`src/hdl/rbf_pkg.sv`:
```
// Shared codes, payload types and controller types for the redundant bind filter.
package rbf_pkg;

    localparam logic [3:0] REQ_BIND_TEX  = 4'd0;
    localparam logic [3:0] REQ_USE_PROG  = 4'd1;
    localparam logic [3:0] REQ_BIND_VA   = 4'd2;
    localparam logic [3:0] REQ_BIND_BUF  = 4'd3;
    localparam logic [3:0] REQ_DEL_TEX   = 4'd4;
    localparam logic [3:0] REQ_DEL_PROG  = 4'd5;
    localparam logic [3:0] REQ_DEL_VA    = 4'd6;
    localparam logic [3:0] REQ_DEL_BUF   = 4'd7;
    localparam logic [3:0] REQ_INV_ALL   = 4'd8;
    localparam logic [3:0] REQ_RESET_CNT = 4'd9;

    localparam logic [1:0] KIND_TEX  = 2'd0;
    localparam logic [1:0] KIND_PROG = 2'd1;
    localparam logic [1:0] KIND_VA   = 2'd2;
    localparam logic [1:0] KIND_BUF  = 2'd3;

    localparam logic [1:0] TGT_ARRAY   = 2'd0;
    localparam logic [1:0] TGT_ELEMENT = 2'd1;

    localparam logic [31:0] NAME_MARK = 32'hFFFF_FFFF;

    typedef struct packed {
        logic [3:0]  req_type;
        logic [7:0]  unit;
        logic [1:0]  buffer_target;
        logic [31:0] object_name;
    } req_t;

    typedef struct packed {
        logic        select_unit;
        logic [3:0]  unit_out;
        logic        bind_out;
        logic [1:0]  bind_kind;
        logic [1:0]  target_out;
        logic [31:0] name_out;
        logic        was_skipped;
        logic        dropped;
        logic [31:0] skip_count;
    } res_t;

    typedef enum logic [1:0] {
        ST_IDLE,
        ST_SCAN,
        ST_EXEC
    } state_t;

    typedef struct packed {
        logic load;
        logic scan_step;
        logic exec;
    } ctrl_cmd_t;

    typedef struct packed {
        logic in_del_tex;
        logic scan_last;
        logic out_free;
    } dp_status_t;

endpackage

```
`src/hdl/rbf_req_if.sv`:
```
// Request channel: valid/ready handshake carrying one bind request beat.
interface rbf_req_if;
    import rbf_pkg::*;

    logic valid;
    logic ready;
    req_t data;

    modport source (output valid, output data, input ready);
    modport sink   (input valid, input data, output ready);
endinterface

```
`src/hdl/rbf_res_if.sv`:
```
// Result channel: valid/ready handshake carrying one filter result beat.
interface rbf_res_if;
    import rbf_pkg::*;

    logic valid;
    logic ready;
    res_t data;

    modport source (output valid, output data, input ready);
    modport sink   (input valid, input data, output ready);
endinterface

```
`src/hdl/redundant_bind_filter_unit.sv`:
```
// A request is registered on acceptance and executed once the output register is free; a
// texture delete first scans the texture unit table serially through its single RAM read port.
// A new request is taken only when the controller is idle, after the last one has executed.
// The result sits in an output register; the next request is taken while it waits.
// Reset: asynchronous, active low; all bind state reads as zero at once (per-unit
// valid and mark flags), no clearing pass.
module redundant_bind_filter_unit #(
    parameter int TEXTURE_UNITS = 16
) (
    input logic   clk,
    input logic   rst_n,
    rbf_req_if.sink   req,
    rbf_res_if.source res
);
    import rbf_pkg::*;

    ctrl_cmd_t  cmd;
    dp_status_t status;
    logic       in_ready;

    rbf_ctrl u_ctrl (
        .clk      (clk),
        .rst_n    (rst_n),
        .in_valid (req.valid),
        .in_ready (in_ready),
        .status   (status),
        .cmd      (cmd)
    );

    rbf_dpath #(
        .TEXTURE_UNITS (TEXTURE_UNITS)
    ) u_dpath (
        .clk       (clk),
        .rst_n     (rst_n),
        .in_data   (req.data),
        .cmd       (cmd),
        .status    (status),
        .out_valid (res.valid),
        .out_data  (res.data),
        .out_ready (res.ready)
    );

    assign req.ready = in_ready;

endmodule

```
`src/hdl/rbf_ram.sv`:
```
// Generic single-write, single-read RAM with registered read data.
module rbf_ram #(
    parameter int WIDTH = 32,
    parameter int DEPTH = 16
) (
    input  logic                                  clk,
    input  logic                                  wr_en,
    input  logic [(DEPTH > 1 ? $clog2(DEPTH) : 1)-1:0] wr_addr,
    input  logic [WIDTH-1:0]                      wr_data,
    input  logic [(DEPTH > 1 ? $clog2(DEPTH) : 1)-1:0] rd_addr,
    output logic [WIDTH-1:0]                      rd_data
);

    logic [WIDTH-1:0] mem_reg [DEPTH];

    always_ff @(posedge clk)
    begin
        if (wr_en)
        begin
            mem_reg[wr_addr] <= wr_data;
        end
        rd_data <= mem_reg[rd_addr];
    end

endmodule

```
`src/hdl/rbf_ctrl.sv`:
```
// Controller state machine: accept, texture delete scan, execute and hand off.
module rbf_ctrl (
    input  logic                clk,
    input  logic                rst_n,
    input  logic                in_valid,
    output logic                in_ready,
    input  rbf_pkg::dp_status_t status,
    output rbf_pkg::ctrl_cmd_t  cmd
);
    import rbf_pkg::*;

    state_t state_reg;
    state_t state_next;

    always_ff @(posedge clk or negedge rst_n)
    begin
        if (!rst_n)
        begin
            state_reg <= ST_IDLE;
        end
        else
        begin
            state_reg <= state_next;
        end
    end

    always_comb
    begin
        state_next = state_reg;
        cmd        = '0;
        in_ready   = 1'b0;
        unique case (state_reg)
            ST_IDLE:
            begin
                in_ready = 1'b1;
                if (in_valid)
                begin
                    cmd.load   = 1'b1;
                    state_next = status.in_del_tex ? ST_SCAN : ST_EXEC;
                end
            end
            ST_SCAN:
            begin
                // walk one texture unit per cycle
                cmd.scan_step = 1'b1;
                if (status.scan_last)
                begin
                    state_next = ST_EXEC;
                end
            end
            ST_EXEC:
            begin
                // hold until the output register can take the beat
                if (status.out_free)
                begin
                    cmd.exec   = 1'b1;
                    state_next = ST_IDLE;
                end
            end
            default:
            begin
                state_next = ST_IDLE;
            end
        endcase
    end

endmodule

```
`src/hdl/rbf_dpath.sv`:
```
// Datapath: bind state, texture unit table, filter decision and result register.
module rbf_dpath #(
    parameter int TEXTURE_UNITS = 16
) (
    input  logic                clk,
    input  logic                rst_n,
    input  rbf_pkg::req_t       in_data,
    input  rbf_pkg::ctrl_cmd_t  cmd,
    output rbf_pkg::dp_status_t status,
    output logic                out_valid,
    output rbf_pkg::res_t       out_data,
    input  logic                out_ready
);
    import rbf_pkg::*;

    localparam int UNIT_W = (TEXTURE_UNITS > 1) ? $clog2(TEXTURE_UNITS) : 1;

    req_t                     req_reg;
    logic [UNIT_W-1:0]        scan_idx_reg;
    logic [TEXTURE_UNITS-1:0] valid_reg, valid_next;
    logic [TEXTURE_UNITS-1:0] mark_reg, mark_next;
    logic                     known_reg, known_next;
    logic [UNIT_W-1:0]        active_reg, active_next;
    logic [31:0]              prog_reg, prog_next;
    logic [31:0]              va_reg, va_next;
    logic [31:0]              buf0_reg, buf0_next;
    logic [31:0]              buf1_reg, buf1_next;
    logic [31:0]              count_reg, count_next;
    logic                     out_valid_reg;
    res_t                     out_data_reg;
    res_t                     res;

    logic              wr_en;
    logic [UNIT_W-1:0] rd_addr;
    logic [31:0]       rd_data;
    logic              in_range_new;
    logic              in_range;
    logic [UNIT_W-1:0] tex_idx;
    logic [31:0]       tex_value;
    logic [31:0]       scan_value;
    logic              scan_last;
    logic              same_unit;

    assign in_range_new = ({1'b0, in_data.unit} < 9'(TEXTURE_UNITS));
    assign in_range     = ({1'b0, req_reg.unit} < 9'(TEXTURE_UNITS));
    assign tex_idx      = in_range ? req_reg.unit[UNIT_W-1:0] : '0;
    assign scan_last    = (scan_idx_reg == UNIT_W'(TEXTURE_UNITS - 1));

    // an entry reads as the mark once marked, as zero until first written
    assign tex_value  = mark_reg[tex_idx] ? NAME_MARK :
                        (valid_reg[tex_idx] ? rd_data : 32'd0);
    assign scan_value = mark_reg[scan_idx_reg] ? NAME_MARK :
                        (valid_reg[scan_idx_reg] ? rd_data : 32'd0);
    assign same_unit  = known_reg && (active_reg == tex_idx);

    always_comb
    begin
        if (cmd.load)
        begin
            rd_addr = (in_data.req_type == REQ_BIND_TEX && in_range_new) ?
                      in_data.unit[UNIT_W-1:0] : '0;
        end
        else if (cmd.scan_step && !scan_last)
        begin
            rd_addr = scan_idx_reg + UNIT_W'(1);
        end
        else
        begin
            // keep the held request's entry on the read port while execute stalls
            rd_addr = tex_idx;
        end
    end

    rbf_ram #(
        .WIDTH (32),
        .DEPTH (TEXTURE_UNITS)
    ) u_tex_ram (
        .clk     (clk),
        .wr_en   (wr_en),
        .wr_addr (tex_idx),
        .wr_data (req_reg.object_name),
        .rd_addr (rd_addr),
        .rd_data (rd_data)
    );

    always_comb
    begin
        res         = '0;
        wr_en       = 1'b0;
        valid_next  = valid_reg;
        mark_next   = mark_reg;
        known_next  = known_reg;
        active_next = active_reg;
        prog_next   = prog_reg;
        va_next     = va_reg;
        buf0_next   = buf0_reg;
        buf1_next   = buf1_reg;
        count_next  = count_reg;

        if (cmd.scan_step && scan_value == req_reg.object_name)
        begin
            mark_next[scan_idx_reg] = 1'b1;
        end

        if (cmd.exec)
        begin
            unique case (req_reg.req_type)
                REQ_BIND_TEX:
                begin
                    if (!in_range)
                    begin
                        res.dropped = 1'b1;
                    end
                    else if (tex_value == req_reg.object_name && same_unit)
                    begin
                        res.was_skipped = 1'b1;
                    end
                    else
                    begin
                        if (!same_unit)
                        begin
                            res.select_unit = 1'b1;
                            res.unit_out    = req_reg.unit[3:0];
                            known_next      = 1'b1;
                            active_next     = tex_idx;
                        end
                        res.bind_out       = 1'b1;
                        res.bind_kind      = KIND_TEX;
                        res.name_out       = req_reg.object_name;
                        wr_en              = 1'b1;
                        valid_next[tex_idx] = 1'b1;
                        mark_next[tex_idx]  = 1'b0;
                    end
                end
                REQ_USE_PROG:
                begin
                    if (prog_reg == req_reg.object_name)
                    begin
                        res.was_skipped = 1'b1;
                    end
                    else
                    begin
                        res.bind_out  = 1'b1;
                        res.bind_kind = KIND_PROG;
                        res.name_out  = req_reg.object_name;
                        prog_next     = req_reg.object_name;
                    end
                end
                REQ_BIND_VA:
                begin
                    if (va_reg == req_reg.object_name)
                    begin
                        res.was_skipped = 1'b1;
                    end
                    else
                    begin
                        res.bind_out  = 1'b1;
                        res.bind_kind = KIND_VA;
                        res.name_out  = req_reg.object_name;
                        va_next       = req_reg.object_name;
                        buf1_next     = NAME_MARK;
                    end
                end
                REQ_BIND_BUF:
                begin
                    if ((req_reg.buffer_target == TGT_ARRAY &&
                         buf0_reg == req_reg.object_name) ||
                        (req_reg.buffer_target == TGT_ELEMENT &&
                         buf1_reg == req_reg.object_name))
                    begin
                        res.was_skipped = 1'b1;
                    end
                    else
                    begin
                        if (req_reg.buffer_target == TGT_ARRAY)
                        begin
                            buf0_next = req_reg.object_name;
                        end
                        if (req_reg.buffer_target == TGT_ELEMENT)
                        begin
                            buf1_next = req_reg.object_name;
                        end
                        res.bind_out   = 1'b1;
                        res.bind_kind  = KIND_BUF;
                        res.target_out = req_reg.buffer_target;
                        res.name_out   = req_reg.object_name;
                    end
                end
                REQ_DEL_PROG:
                begin
                    if (prog_reg == req_reg.object_name)
                    begin
                        prog_next = NAME_MARK;
                    end
                end
                REQ_DEL_VA:
                begin
                    if (va_reg == req_reg.object_name)
                    begin
                        va_next = NAME_MARK;
                    end
                end
                REQ_DEL_BUF:
                begin
                    if (buf0_reg == req_reg.object_name)
                    begin
                        buf0_next = NAME_MARK;
                    end
                    if (buf1_reg == req_reg.object_name)
                    begin
                        buf1_next = NAME_MARK;
                    end
                end
                REQ_INV_ALL:
                begin
                    mark_next   = '1;
                    known_next  = 1'b0;
                    active_next = '0;
                    prog_next   = NAME_MARK;
                    va_next     = NAME_MARK;
                    buf0_next   = NAME_MARK;
                    buf1_next   = NAME_MARK;
                end
                REQ_RESET_CNT:
                begin
                    count_next = 32'd0;
                end
                default:
                begin
                    // texture delete finished during the scan; unused codes do nothing
                end
            endcase
            if (res.was_skipped)
            begin
                count_next = count_reg + 32'd1;
            end
        end
        res.skip_count = count_next;
    end

    always_ff @(posedge clk)
    begin
        if (cmd.load)
        begin
            req_reg <= in_data;
        end
        if (cmd.exec)
        begin
            out_data_reg <= res;
        end
    end

    always_ff @(posedge clk or negedge rst_n)
    begin
        if (!rst_n)
        begin
            scan_idx_reg  <= '0;
            valid_reg     <= '0;
            mark_reg      <= '0;
            known_reg     <= 1'b0;
            active_reg    <= '0;
            prog_reg      <= 32'd0;
            va_reg        <= 32'd0;
            buf0_reg      <= 32'd0;
            buf1_reg      <= 32'd0;
            count_reg     <= 32'd0;
            out_valid_reg <= 1'b0;
        end
        else
        begin
            if (cmd.load)
            begin
                scan_idx_reg <= '0;
            end
            else if (cmd.scan_step && !scan_last)
            begin
                scan_idx_reg <= scan_idx_reg + UNIT_W'(1);
            end
            valid_reg  <= valid_next;
            mark_reg   <= mark_next;
            known_reg  <= known_next;
            active_reg <= active_next;
            prog_reg   <= prog_next;
            va_reg     <= va_next;
            buf0_reg   <= buf0_next;
            buf1_reg   <= buf1_next;
            count_reg  <= count_next;
            if (cmd.exec)
            begin
                out_valid_reg <= 1'b1;
            end
            else if (out_ready)
            begin
                out_valid_reg <= 1'b0;
            end
        end
    end

    assign status.in_del_tex = (in_data.req_type == REQ_DEL_TEX);
    assign status.scan_last  = scan_last;
    assign status.out_free   = !out_valid_reg || out_ready;
    assign out_valid         = out_valid_reg;
    assign out_data          = out_data_reg;

`ifndef ASSERT_OFF
    a_exec_slot_free: assert property (@(posedge clk) disable iff (!rst_n)
        cmd.exec |-> (!out_valid_reg || out_ready))
        else $error("result loaded over an untaken beat");
    a_exec_shows: assert property (@(posedge clk) disable iff (!rst_n)
        cmd.exec |=> out_valid_reg)
        else $error("executed request produced no result beat");
    a_skip_excl: assert property (@(posedge clk) disable iff (!rst_n)
        out_valid_reg |-> !(out_data_reg.was_skipped && out_data_reg.bind_out))
        else $error("result both skipped and forwarded");
    a_select_tex: assert property (@(posedge clk) disable iff (!rst_n)
        (out_valid_reg && out_data_reg.select_unit) |->
        (out_data_reg.bind_out && out_data_reg.bind_kind == KIND_TEX))
        else $error("unit select without a texture bind");
    a_count_step: assert property (@(posedge clk) disable iff (!rst_n)
        (cmd.exec && res.was_skipped) |=> (count_reg == $past(count_reg) + 32'd1))
        else $error("skip count did not advance");
`endif

endmodule

```
`src/flat_wrapper.sv`:
```
// flat-port wrapper written by rule: the top's interface ports become plain ports
module redundant_bind_filter_unit_flat import rbf_pkg::*;
#(
    parameter int TEXTURE_UNITS = 16
)
  (clk, rst_n, req_valid, req_data, req_ready, res_valid, res_data, res_ready);
  rbf_req_if req_i ();
  rbf_res_if res_i ();
  input logic clk;
  input logic rst_n;
  input wire logic [$bits(req_i.valid)-1:0] req_valid;
  input wire logic [$bits(req_i.data)-1:0] req_data;
  output wire logic [$bits(req_i.ready)-1:0] req_ready;
  output wire logic [$bits(res_i.valid)-1:0] res_valid;
  output wire logic [$bits(res_i.data)-1:0] res_data;
  input wire logic [$bits(res_i.ready)-1:0] res_ready;
  assign req_i.valid = req_valid;
  assign req_i.data = req_data;
  assign req_ready = req_i.ready;
  assign res_valid = res_i.valid;
  assign res_data = res_i.data;
  assign res_i.ready = res_ready;
  redundant_bind_filter_unit #(.TEXTURE_UNITS(TEXTURE_UNITS)) u_core (.clk(clk), .rst_n(rst_n), .req(req_i), .res(res_i));
endmodule
```
`config.mk`:
```
export PLATFORM = sky130hd
export DESIGN_NAME = redundant_bind_filter_unit_flat
export DESIGN_NICKNAME = d
export VERILOG_FILES = /design/src/hdl/rbf_pkg.sv /design/src/hdl/rbf_req_if.sv /design/src/hdl/rbf_res_if.sv /design/src/hdl/redundant_bind_filter_unit.sv /design/src/hdl/rbf_ram.sv /design/src/hdl/rbf_ctrl.sv /design/src/hdl/rbf_dpath.sv /design/src/flat_wrapper.sv
export SDC_FILE = /design/constraint.sdc
export NUM_CORES = 1
export LEC_CHECK = 0
export BUFFER_PORTS_ARGS = -buffer_cell sky130_fd_sc_hd__buf_4
export CORE_ASPECT_RATIO = 0.6
export CORE_MARGIN = 5
export CORE_UTILIZATION = 35
export DETAILED_ROUTE_END_ITERATION = 7
export PLACE_DENSITY = 0.51
export SLEW_MARGIN = 10
export SYNTH_ARGS = -nofsm -noshare
export SYNTH_HDL_FRONTEND = slang
export SYNTH_HIERARCHICAL = 1
export SYNTH_SLANG_ARGS = --single-unit
export TNS_END_PERCENT = 10
```
`constraint.sdc`:
```
create_clock -name clk -period 12.5 [get_ports clk]
set_clock_uncertainty 0.15 [all_clocks]
set_input_delay 0.625 -clock clk [delete_from_list [all_inputs] [get_ports clk]]
set_output_delay 0.625 -clock clk [all_outputs]
set_load 0.01 [all_outputs]
```
==> run summary, run 1 <==
worst hold path class - input pin to flip-flop
detailed placement HPWL - 72100 microns
syn avg cell area - 14.3 sq um
count of flip-flops with a built-in enable after synthesis - 634
flop-to-flop setup slack - 5880 ps
max reg flops - 512
worst hold stages - 3
reg-to-reg startpoint - u_core/u_dpath/req_reg[35]
Fmax - 0.151 GHz
number of antenna violations at the first check in global routing - 7
CTS resizes - 0
die height - 262 microns
Net Count, Synth - 2640
total number of vias - 23608
count of different cell masters after synthesis - 87
Syn Std Cell Area - 0.0371 sq mm
Core Area - 0.105 sq mm
CP Data Arrival Time - 6810 ps
NumNets Final - 2785
reported max-cap violation count - 0
FP Rows - 92
clock root cell - clkbuf_16
endpoint type of the worst setup path - flip-flop
most instantiated cells after synthesis - edfxtp_1, nor2_1, dfrtp_1
number of remaining DRC errors - 0
TritonCTS clock tree - done
synthesized netlist cell count - 2585
unrepaired setup endpoints after global routing - no
cell with the most instances after synthesis - edfxtp_1
Slew headroom - 0.198
CTS sink count - 870
total area of multi-input combinational cells - 0.0116 sq mm
Synth Register Bits - 870
kind of start point of the critical path - flip-flop
# port buffers - 127
Crit-path slowest cell - edfxtp_1
largest fanout on the critical path - 22
cell types occupying the most area after synthesis - edfxtp_1, dfrtp_1, mux4_2
first-pass GRT wire length - 162000 microns
area taken by flip-flops and latches - 0.0248 sq mm
hold buffer count at CTS - 47
buffer and inverter count on the worst path - 2
setup TNS after final layout - 0 ps
number of H-tree levels - 3
pwr dens - 187 mW/mm^2
number of hold violations in the final report - 0
maximum cell stage delay along the critical path - 910 ps
number of buffers created by CTS - 82
count of synthesis-stage warnings from yosys - 6
critical setup path kind - flip-flop to flip-flop
via count normalized by instance count - 5.60
remaining antenna violation count after routing - 0
Synth top area share - 0.513
Initial Utilization - 0.353
Total Die Area - 0.113 sq mm
reg-to-reg endpoint - u_core/u_dpath/u_tex_ram/mem_reg[0][27]
grt ovf - 0
result of the run - complete, no violations
clock insertion delay at the later pin of the skew report - 680 ps
Detailed Route Iter0 Violations - 2768
final cycle utilization of the critical path - 0.530
number of endpoints failing setup at the final stage - 0
final core area utilization - 0.409
Worst-Margin Slew - 1200 ps
cell type group with the largest total delay on the critical path - simple AND/OR/NAND/NOR gates
global-route total usage across every layer - 0.196
crit-path cells - mux4_2, a211oi_1, o21a_1, nor2_1, a21boi_0, o41a_1, or2_2, nor2_1, nand3_1, nor3_1, nor3_1, buf_4, or3b_2, nor3_2, buf_4
gpl congestion - 0.899
Synth-to-Final Area Change - 15.8%
worst r2r path cells - 15
Worst Hold Launch - req_valid
largest net degree at the start of global routing - 93
post-DR wirelength/cell - 26.6 microns
Pleak - 14.6 nW
total wire length - 112000 microns
layout cell share with drive strength beyond 1 - 0.191
share of the yosys chip area belonging to registers - 0.668
proportion of register bits with asynchronous set or reset after synthesis - 0.234
Setup Fix Bufs, Post-CTS - 0
top-level I/O count - 128
endpoint required time on the critical path - 12690 ps
Final Slew Violations - 0
hold-critical path endpoint - u_core/u_ctrl/state_reg[0]
Synth area leader - edfxtp_1
die width - 430 microns
Main synth FF type - edfxtp_1
Peak supply drop - 0.0878 mV
filler cell count - 9563
drt pass-1 iters - 8
maximum buffer depth of the clock tree - 3
fin crit period - 6620 ps
Worst-path clk slew - 70 ps
vias in the first global route - 23028
==> cells in the final DEF, fill, tap and decap left out, types with 12 or more instances in the layout <==
master         count
nor2b_1           13
clkbuf_1          16
nand2_1          140
a21oi_1          156
or2_2             12
a211oi_1          19
dlygate4sd3_1     47
a21o_1            15
nand2b_1          13
edfxtp_1         634
dfxtp_1           32
nand4_1           28
a22oi_1           79
a31o_2            18
o211ai_1          22
o31ai_1           14
dfrtp_1          204
clkinv_1          17
nand3_1           32
inv_1             42
nor2_4            15
o21ai_0           20
nor4_1            47
clkinv_2          12
o22ai_1           14
mux4_2           142
clkbuf_16         82
buf_4            191
and2_1            41
nor2_1           265
o22a_1            34
nor3_1            27
xor2_1           129
==> worst reg2reg max path: cells and delay by family (launching register included) <==
| family | cells | cell delay (ps) |
|---|---|---|
| AND/OR/NAND/NOR | 8 | 2390 |
| AO/OA/AOI/OAI | 4 | 1500 |
| flip-flops | 1 | 910 |
| buffers and inverters | 2 | 680 |
| multiplexers | 1 | 630 |
==> worst max path at each step <==
stage	slack, ps	depth (start not counted)	to	start
6_report	5880	15	u_core/u_dpath/u_tex_ram/mem_reg[0][27]	u_core/u_dpath/req_reg[35]
5_1_grt	5500	15	u_core/u_dpath/u_tex_ram/mem_reg[0][0]	u_core/u_dpath/req_reg[35]
4_1_cts	5990	15	u_core/u_dpath/u_tex_ram/mem_reg[0][17]	u_core/u_dpath/req_reg[35]
3_5_place_dp	6010	15	u_core/u_dpath/u_tex_ram/mem_reg[0][30]	u_core/u_dpath/req_reg[35]
3_3_place_gp	6130	15	u_core/u_dpath/u_tex_ram/mem_reg[0][26]	u_core/u_dpath/req_reg[35]
2_1_floorplan	6100	8	u_core/u_dpath/u_tex_ram/mem_reg[0][0]	res_ready
==> where the power goes <==
part / switching (mW) / internal, mW / total (mW)
clock: 1.13 / 1.39 / 2.52
sequential: 0.291 / 3.57 / 3.86
combinational: 1.02 / 0.625 / 1.64
total: 2.44 / 5.58 / 8.02
==> cell families (layout without fill, tap and decap cells) <==
family	count (synthesis)	after routing	synth area share
other	0	5	0
DFF	870	870	0.668
AOI/OAI and AO/OA	493	493	0.0929
buffers and inverters	223	436	0.0245
adders and majority gates	5	5	0.00169
and+or+nand+nor	711	711	0.0930
muxes	148	148	0.0878
xor gates and xnor gates	135	135	0.0319
==> stage by stage <==
step / power (mW) / instances / instance area [sq um] / hold slack [ps] / setup WS, ps
detailed placement: 5.55 / 4009 / 39800 / 324 / 6010
global placement: 5.49 / 4009 / 39800 / 312 / 6130
floorplan: 4.87 / 2585 / 37100 / 179 / 6100
finish: 8.02 / 4213 / 42900 / 113 / 5880
global route: 8.40 / 4208 / 42900 / 94.9 / 5500
CTS: 8.10 / 4208 / 42900 / 64.4 / 5990
==> final cells by class <==
type                    instances  area share
clock buffers                 108      0.0524
clock inverters                44      0.0101
inverters                      44     0.00385
flip-flops and latches        870       0.577
diodes                          5    0.000291
well taps                    1410      0.0411
multi-input cells            1492       0.270
repair buffers                240      0.0451
==> per-layer routing <==
metal / global-route usage / vias to the layer above / share of wire
met2: 0.273 / 950 / 0.41
met4: 0.0343 / 2 / 0.012
met5: 0 / - / 0.00012
li1: - / 10185 / -
met1: 0.311 / 12362 / 0.47
met3: 0.0490 / 109 / 0.10
No activity file was read; power rests on OpenSTA's default activity.
==> run 2: changes to the inputs <==
--- a/config.mk
+++ b/config.mk
@@ -5,12 +5,13 @@
 export SDC_FILE = /design/constraint.sdc
 export NUM_CORES = 1
 export LEC_CHECK = 0
+export ABC_AREA = 1
 export BUFFER_PORTS_ARGS = -buffer_cell sky130_fd_sc_hd__buf_4
 export CORE_ASPECT_RATIO = 0.6
 export CORE_MARGIN = 5
 export CORE_UTILIZATION = 35
 export DETAILED_ROUTE_END_ITERATION = 7
-export PLACE_DENSITY = 0.51
+export PLACE_DENSITY = 0.53
 export SLEW_MARGIN = 10
 export SYNTH_ARGS = -nofsm -noshare
 export SYNTH_HDL_FRONTEND = slang
==> constraint.sdc (replaced) <==
create_clock -name clk -period 5.5 [get_ports clk]
set_clock_uncertainty 0.15 [all_clocks]
set_input_delay 0.275 -clock clk [delete_from_list [all_inputs] [get_ports clk]]
set_output_delay 0.275 -clock clk [all_outputs]
set_load 0.01 [all_outputs]
==> run summary, run 2 <==
count of flip-flops with a built-in enable after synthesis - 634
kind of start point of the critical path - flip-flop
largest fanout on the critical path - 53
Detailed Route Iter0 Violations - 3478
worst hold path class - input pin to flip-flop
number of buffers created by CTS - 84
post-DR wirelength/cell - 21.4 microns
Net Count, Synth - 4467
CP Data Arrival Time - 5260 ps
most congested layer reported by global routing - met1
Total Die Area - 0.123 sq mm
number of endpoints failing setup at the final stage - 0
worst r2r path cells - 23
grt ovf - 0
worst hold stages - 2
FP Rows - 96
gpl congestion - 1.01
area taken by flip-flops and latches - 0.0248 sq mm
number of antenna violations at the first check in global routing - 4
Synth Register Bits - 870
reported max-cap violation count - 0
die width - 450 microns
Gate power share - 0.234
most common cell after layout, fill and taps aside - nand2_1
Power Internal - 12.8 mW
share of the yosys chip area belonging to registers - 0.609
global-route total usage across every layer - 0.210
Worst-Margin Slew - 1230 ps
Fmax - 0.195 GHz
Peak supply drop - 0.247 mV
fin crit period - 5130 ps
first element of the critical path - u_core/u_dpath/req_reg[38]
clock network power share - 0.304
Final Slew Violations - 0
endpoint required time on the critical path - 5630 ps
worst hold slack - 165 ps
result of the run - complete, no violations
syn avg cell area - 9.23 sq um
largest net degree at the start of global routing - 143
routing usage on met1 - 0.335
clock insertion delay at the later pin of the skew report - 680 ps
most instantiated cells after synthesis - nand2_1, edfxtp_1, inv_1
clock root cell - clkbuf_16
Synth area leader - edfxtp_1
met3 Use GR - 0.0668
CTS sink count - 870
Worst Hold Launch - req_data[10]
remaining antenna violation count after routing - 0
Synth top area share - 0.468
Main synth FF type - edfxtp_1
top-level I/O count - 128
NumNets Final - 4612
count of synthesis-stage warnings from yosys - 6
total wire length - 132000 microns
drt pass-1 iters - 6
count of different cell masters after synthesis - 47
total area of multi-input combinational cells - 0.0127 sq mm
number of H-tree levels - 3
endpoint type of the worst setup path - flip-flop
detailed placement HPWL - 88800 microns
fraction of power spent switching nets - 0.331
via count normalized by instance count - 5.02
TritonCTS clock tree - done
vias in the first global route - 28386
pwr dens - 410 mW/mm^2
design area - 0.0468 sq mm
number of remaining DRC errors - 0
Synth-to-Final Area Change - 14.9%
first-pass GRT wire length - 194000 microns
max reg flops - 512
routing usage on met2 - 0.271
final cycle utilization of the critical path - 0.933
maximum buffer depth of the clock tree - 3
Net Sw Power - 6.34 mW
die height - 274 microns
# port buffers - 127
Syn Std Cell Area - 0.0407 sq mm
Core Area - 0.115 sq mm
filler cell count - 11281
standard cell area after detailed placement - 0.0436 sq mm
number of hold violations in the final report - 0
fraction of power consumed by sequential logic - 0.461
proportion of register bits with asynchronous set or reset after synthesis - 0.234
unrepaired setup endpoints after global routing - no
final core area utilization - 0.407
Slew headroom - 0.175
critical setup path kind - flip-flop to flip-flop
Pleak - 20.1 nW
Setup Fix Bufs, Post-CTS - 0
total number of vias - 30817
layout cell share with drive strength beyond 1 - 0.0958
cell types occupying the most area after synthesis - edfxtp_1, dfrtp_1, nand2_1
reg-to-reg startpoint - u_core/u_dpath/req_reg[38]
Initial Utilization - 0.354
most frequent cells in the layout - nand2_1, edfxtp_1, inv_1
Worst-path clk slew - 60 ps
synthesized netlist cell count - 4412
cell with the most instances after synthesis - nand2_1
==> run 2: worst paths after layout <==
check                                                               end  slack, ps
worst max-delay path            u_core/u_dpath/u_tex_ram/mem_reg[9][14]        370
worst min-delay path                         u_core/u_dpath/req_reg[10]        170
worst max register to register  u_core/u_dpath/u_tex_ram/mem_reg[9][14]        370
worst min register to register                 u_core/u_dpath/known_reg        330
max in group asynchronous                   u_core/u_dpath/valid_reg[6]       3630
min in group asynchronous                     u_core/u_dpath/va_reg[20]        420
==> run 2: metal layers <==
layer / vias up / part of all wire
met5: - / 0
met4: 0 / 0.016
met3: 121 / 0.11
met2: 1302 / 0.38
met1: 14814 / 0.50
li1: 14580 / -
==> run 2: cell type report <==
type,count,area share
flip-flops and latches,870,0.530
diodes,1,0.0000535
clock buffers,103,0.0485
inverters,610,0.0492
multi-input cells,2707,0.271
well taps,1519,0.0406
repair buffers,284,0.0521
clock inverters,48,0.00896
==> run 2: cell families (layout without fill, tap and decap cells) <==
kind of cell / count (synthesis) / count (layout) / synth area share
AO/OA/AOI/OAI: 357 / 357 / 0.0473
XOR/XNOR: 121 / 121 / 0.0260
adder cells (fa/ha/maj): 5 / 5 / 0.00154
buffers and inverters: 835 / 1045 / 0.0866
flip-flops: 870 / 870 / 0.609
other: 0 / 1 / 0
AND/OR/NAND/NOR: 2224 / 2224 / 0.230
==> run 2: power by group through the flow <==
stage	sequential, mW	combinational (mW)	clock, mW
3_3_place_gp	8.94	4.37	0
6_report	8.83	4.49	5.83
4_1_cts	8.82	4.44	5.97
2_1_floorplan	8.82	2.58	0
5_1_grt	8.92	4.93	6.24
3_5_place_dp	8.95	4.40	0
==> run 2: what timing repair did <==
| item | CTS | global route |
|---|---|---|
| hold endpoints to repair | 112 | 0 |
| endpoints found under the setup margin | 0 | 299 |
| resized for setup | 0 | 1 |
| hold buffers | 51 | 0 |
==> run 2: critical path, stage by stage (launching register included) <==
cell and delay, ps:
edfxtp_1 370, nor2_2 230, buf_4 190, nand2_4 110, nor2_8 230, inv_2 170, nor2_1 160, nand2_1 70
nand3_1 80, nand3_1 80, nand2_2 180, buf_12 250, nand2_1 80, nand2_1 60, nand2_1 60, nand2_1 60
nor2_1 40, nand2_1 220, nor2_2 90, nand2_1 120, nand2_2 100, nor2_4 200, nand3b_1 330, nor2_4 1030
==> run 2: through the flow <==
| step | setup TNS, ps | std cells | setup WS (ps) | power (mW) |
|---|---|---|---|---|
| after floorplan | -7770 | 4412 | -246 | 11.4 |
| after global placement | 0 | 5939 | 470 | 13.3 |
| after detailed placement | 0 | 5939 | 414 | 13.3 |
| after CTS | 0 | 6141 | 398 | 19.2 |
| after global routing | 0 | 6141 | 74.3 | 20.1 |
| final | 0 | 6142 | 368 | 19.2 |
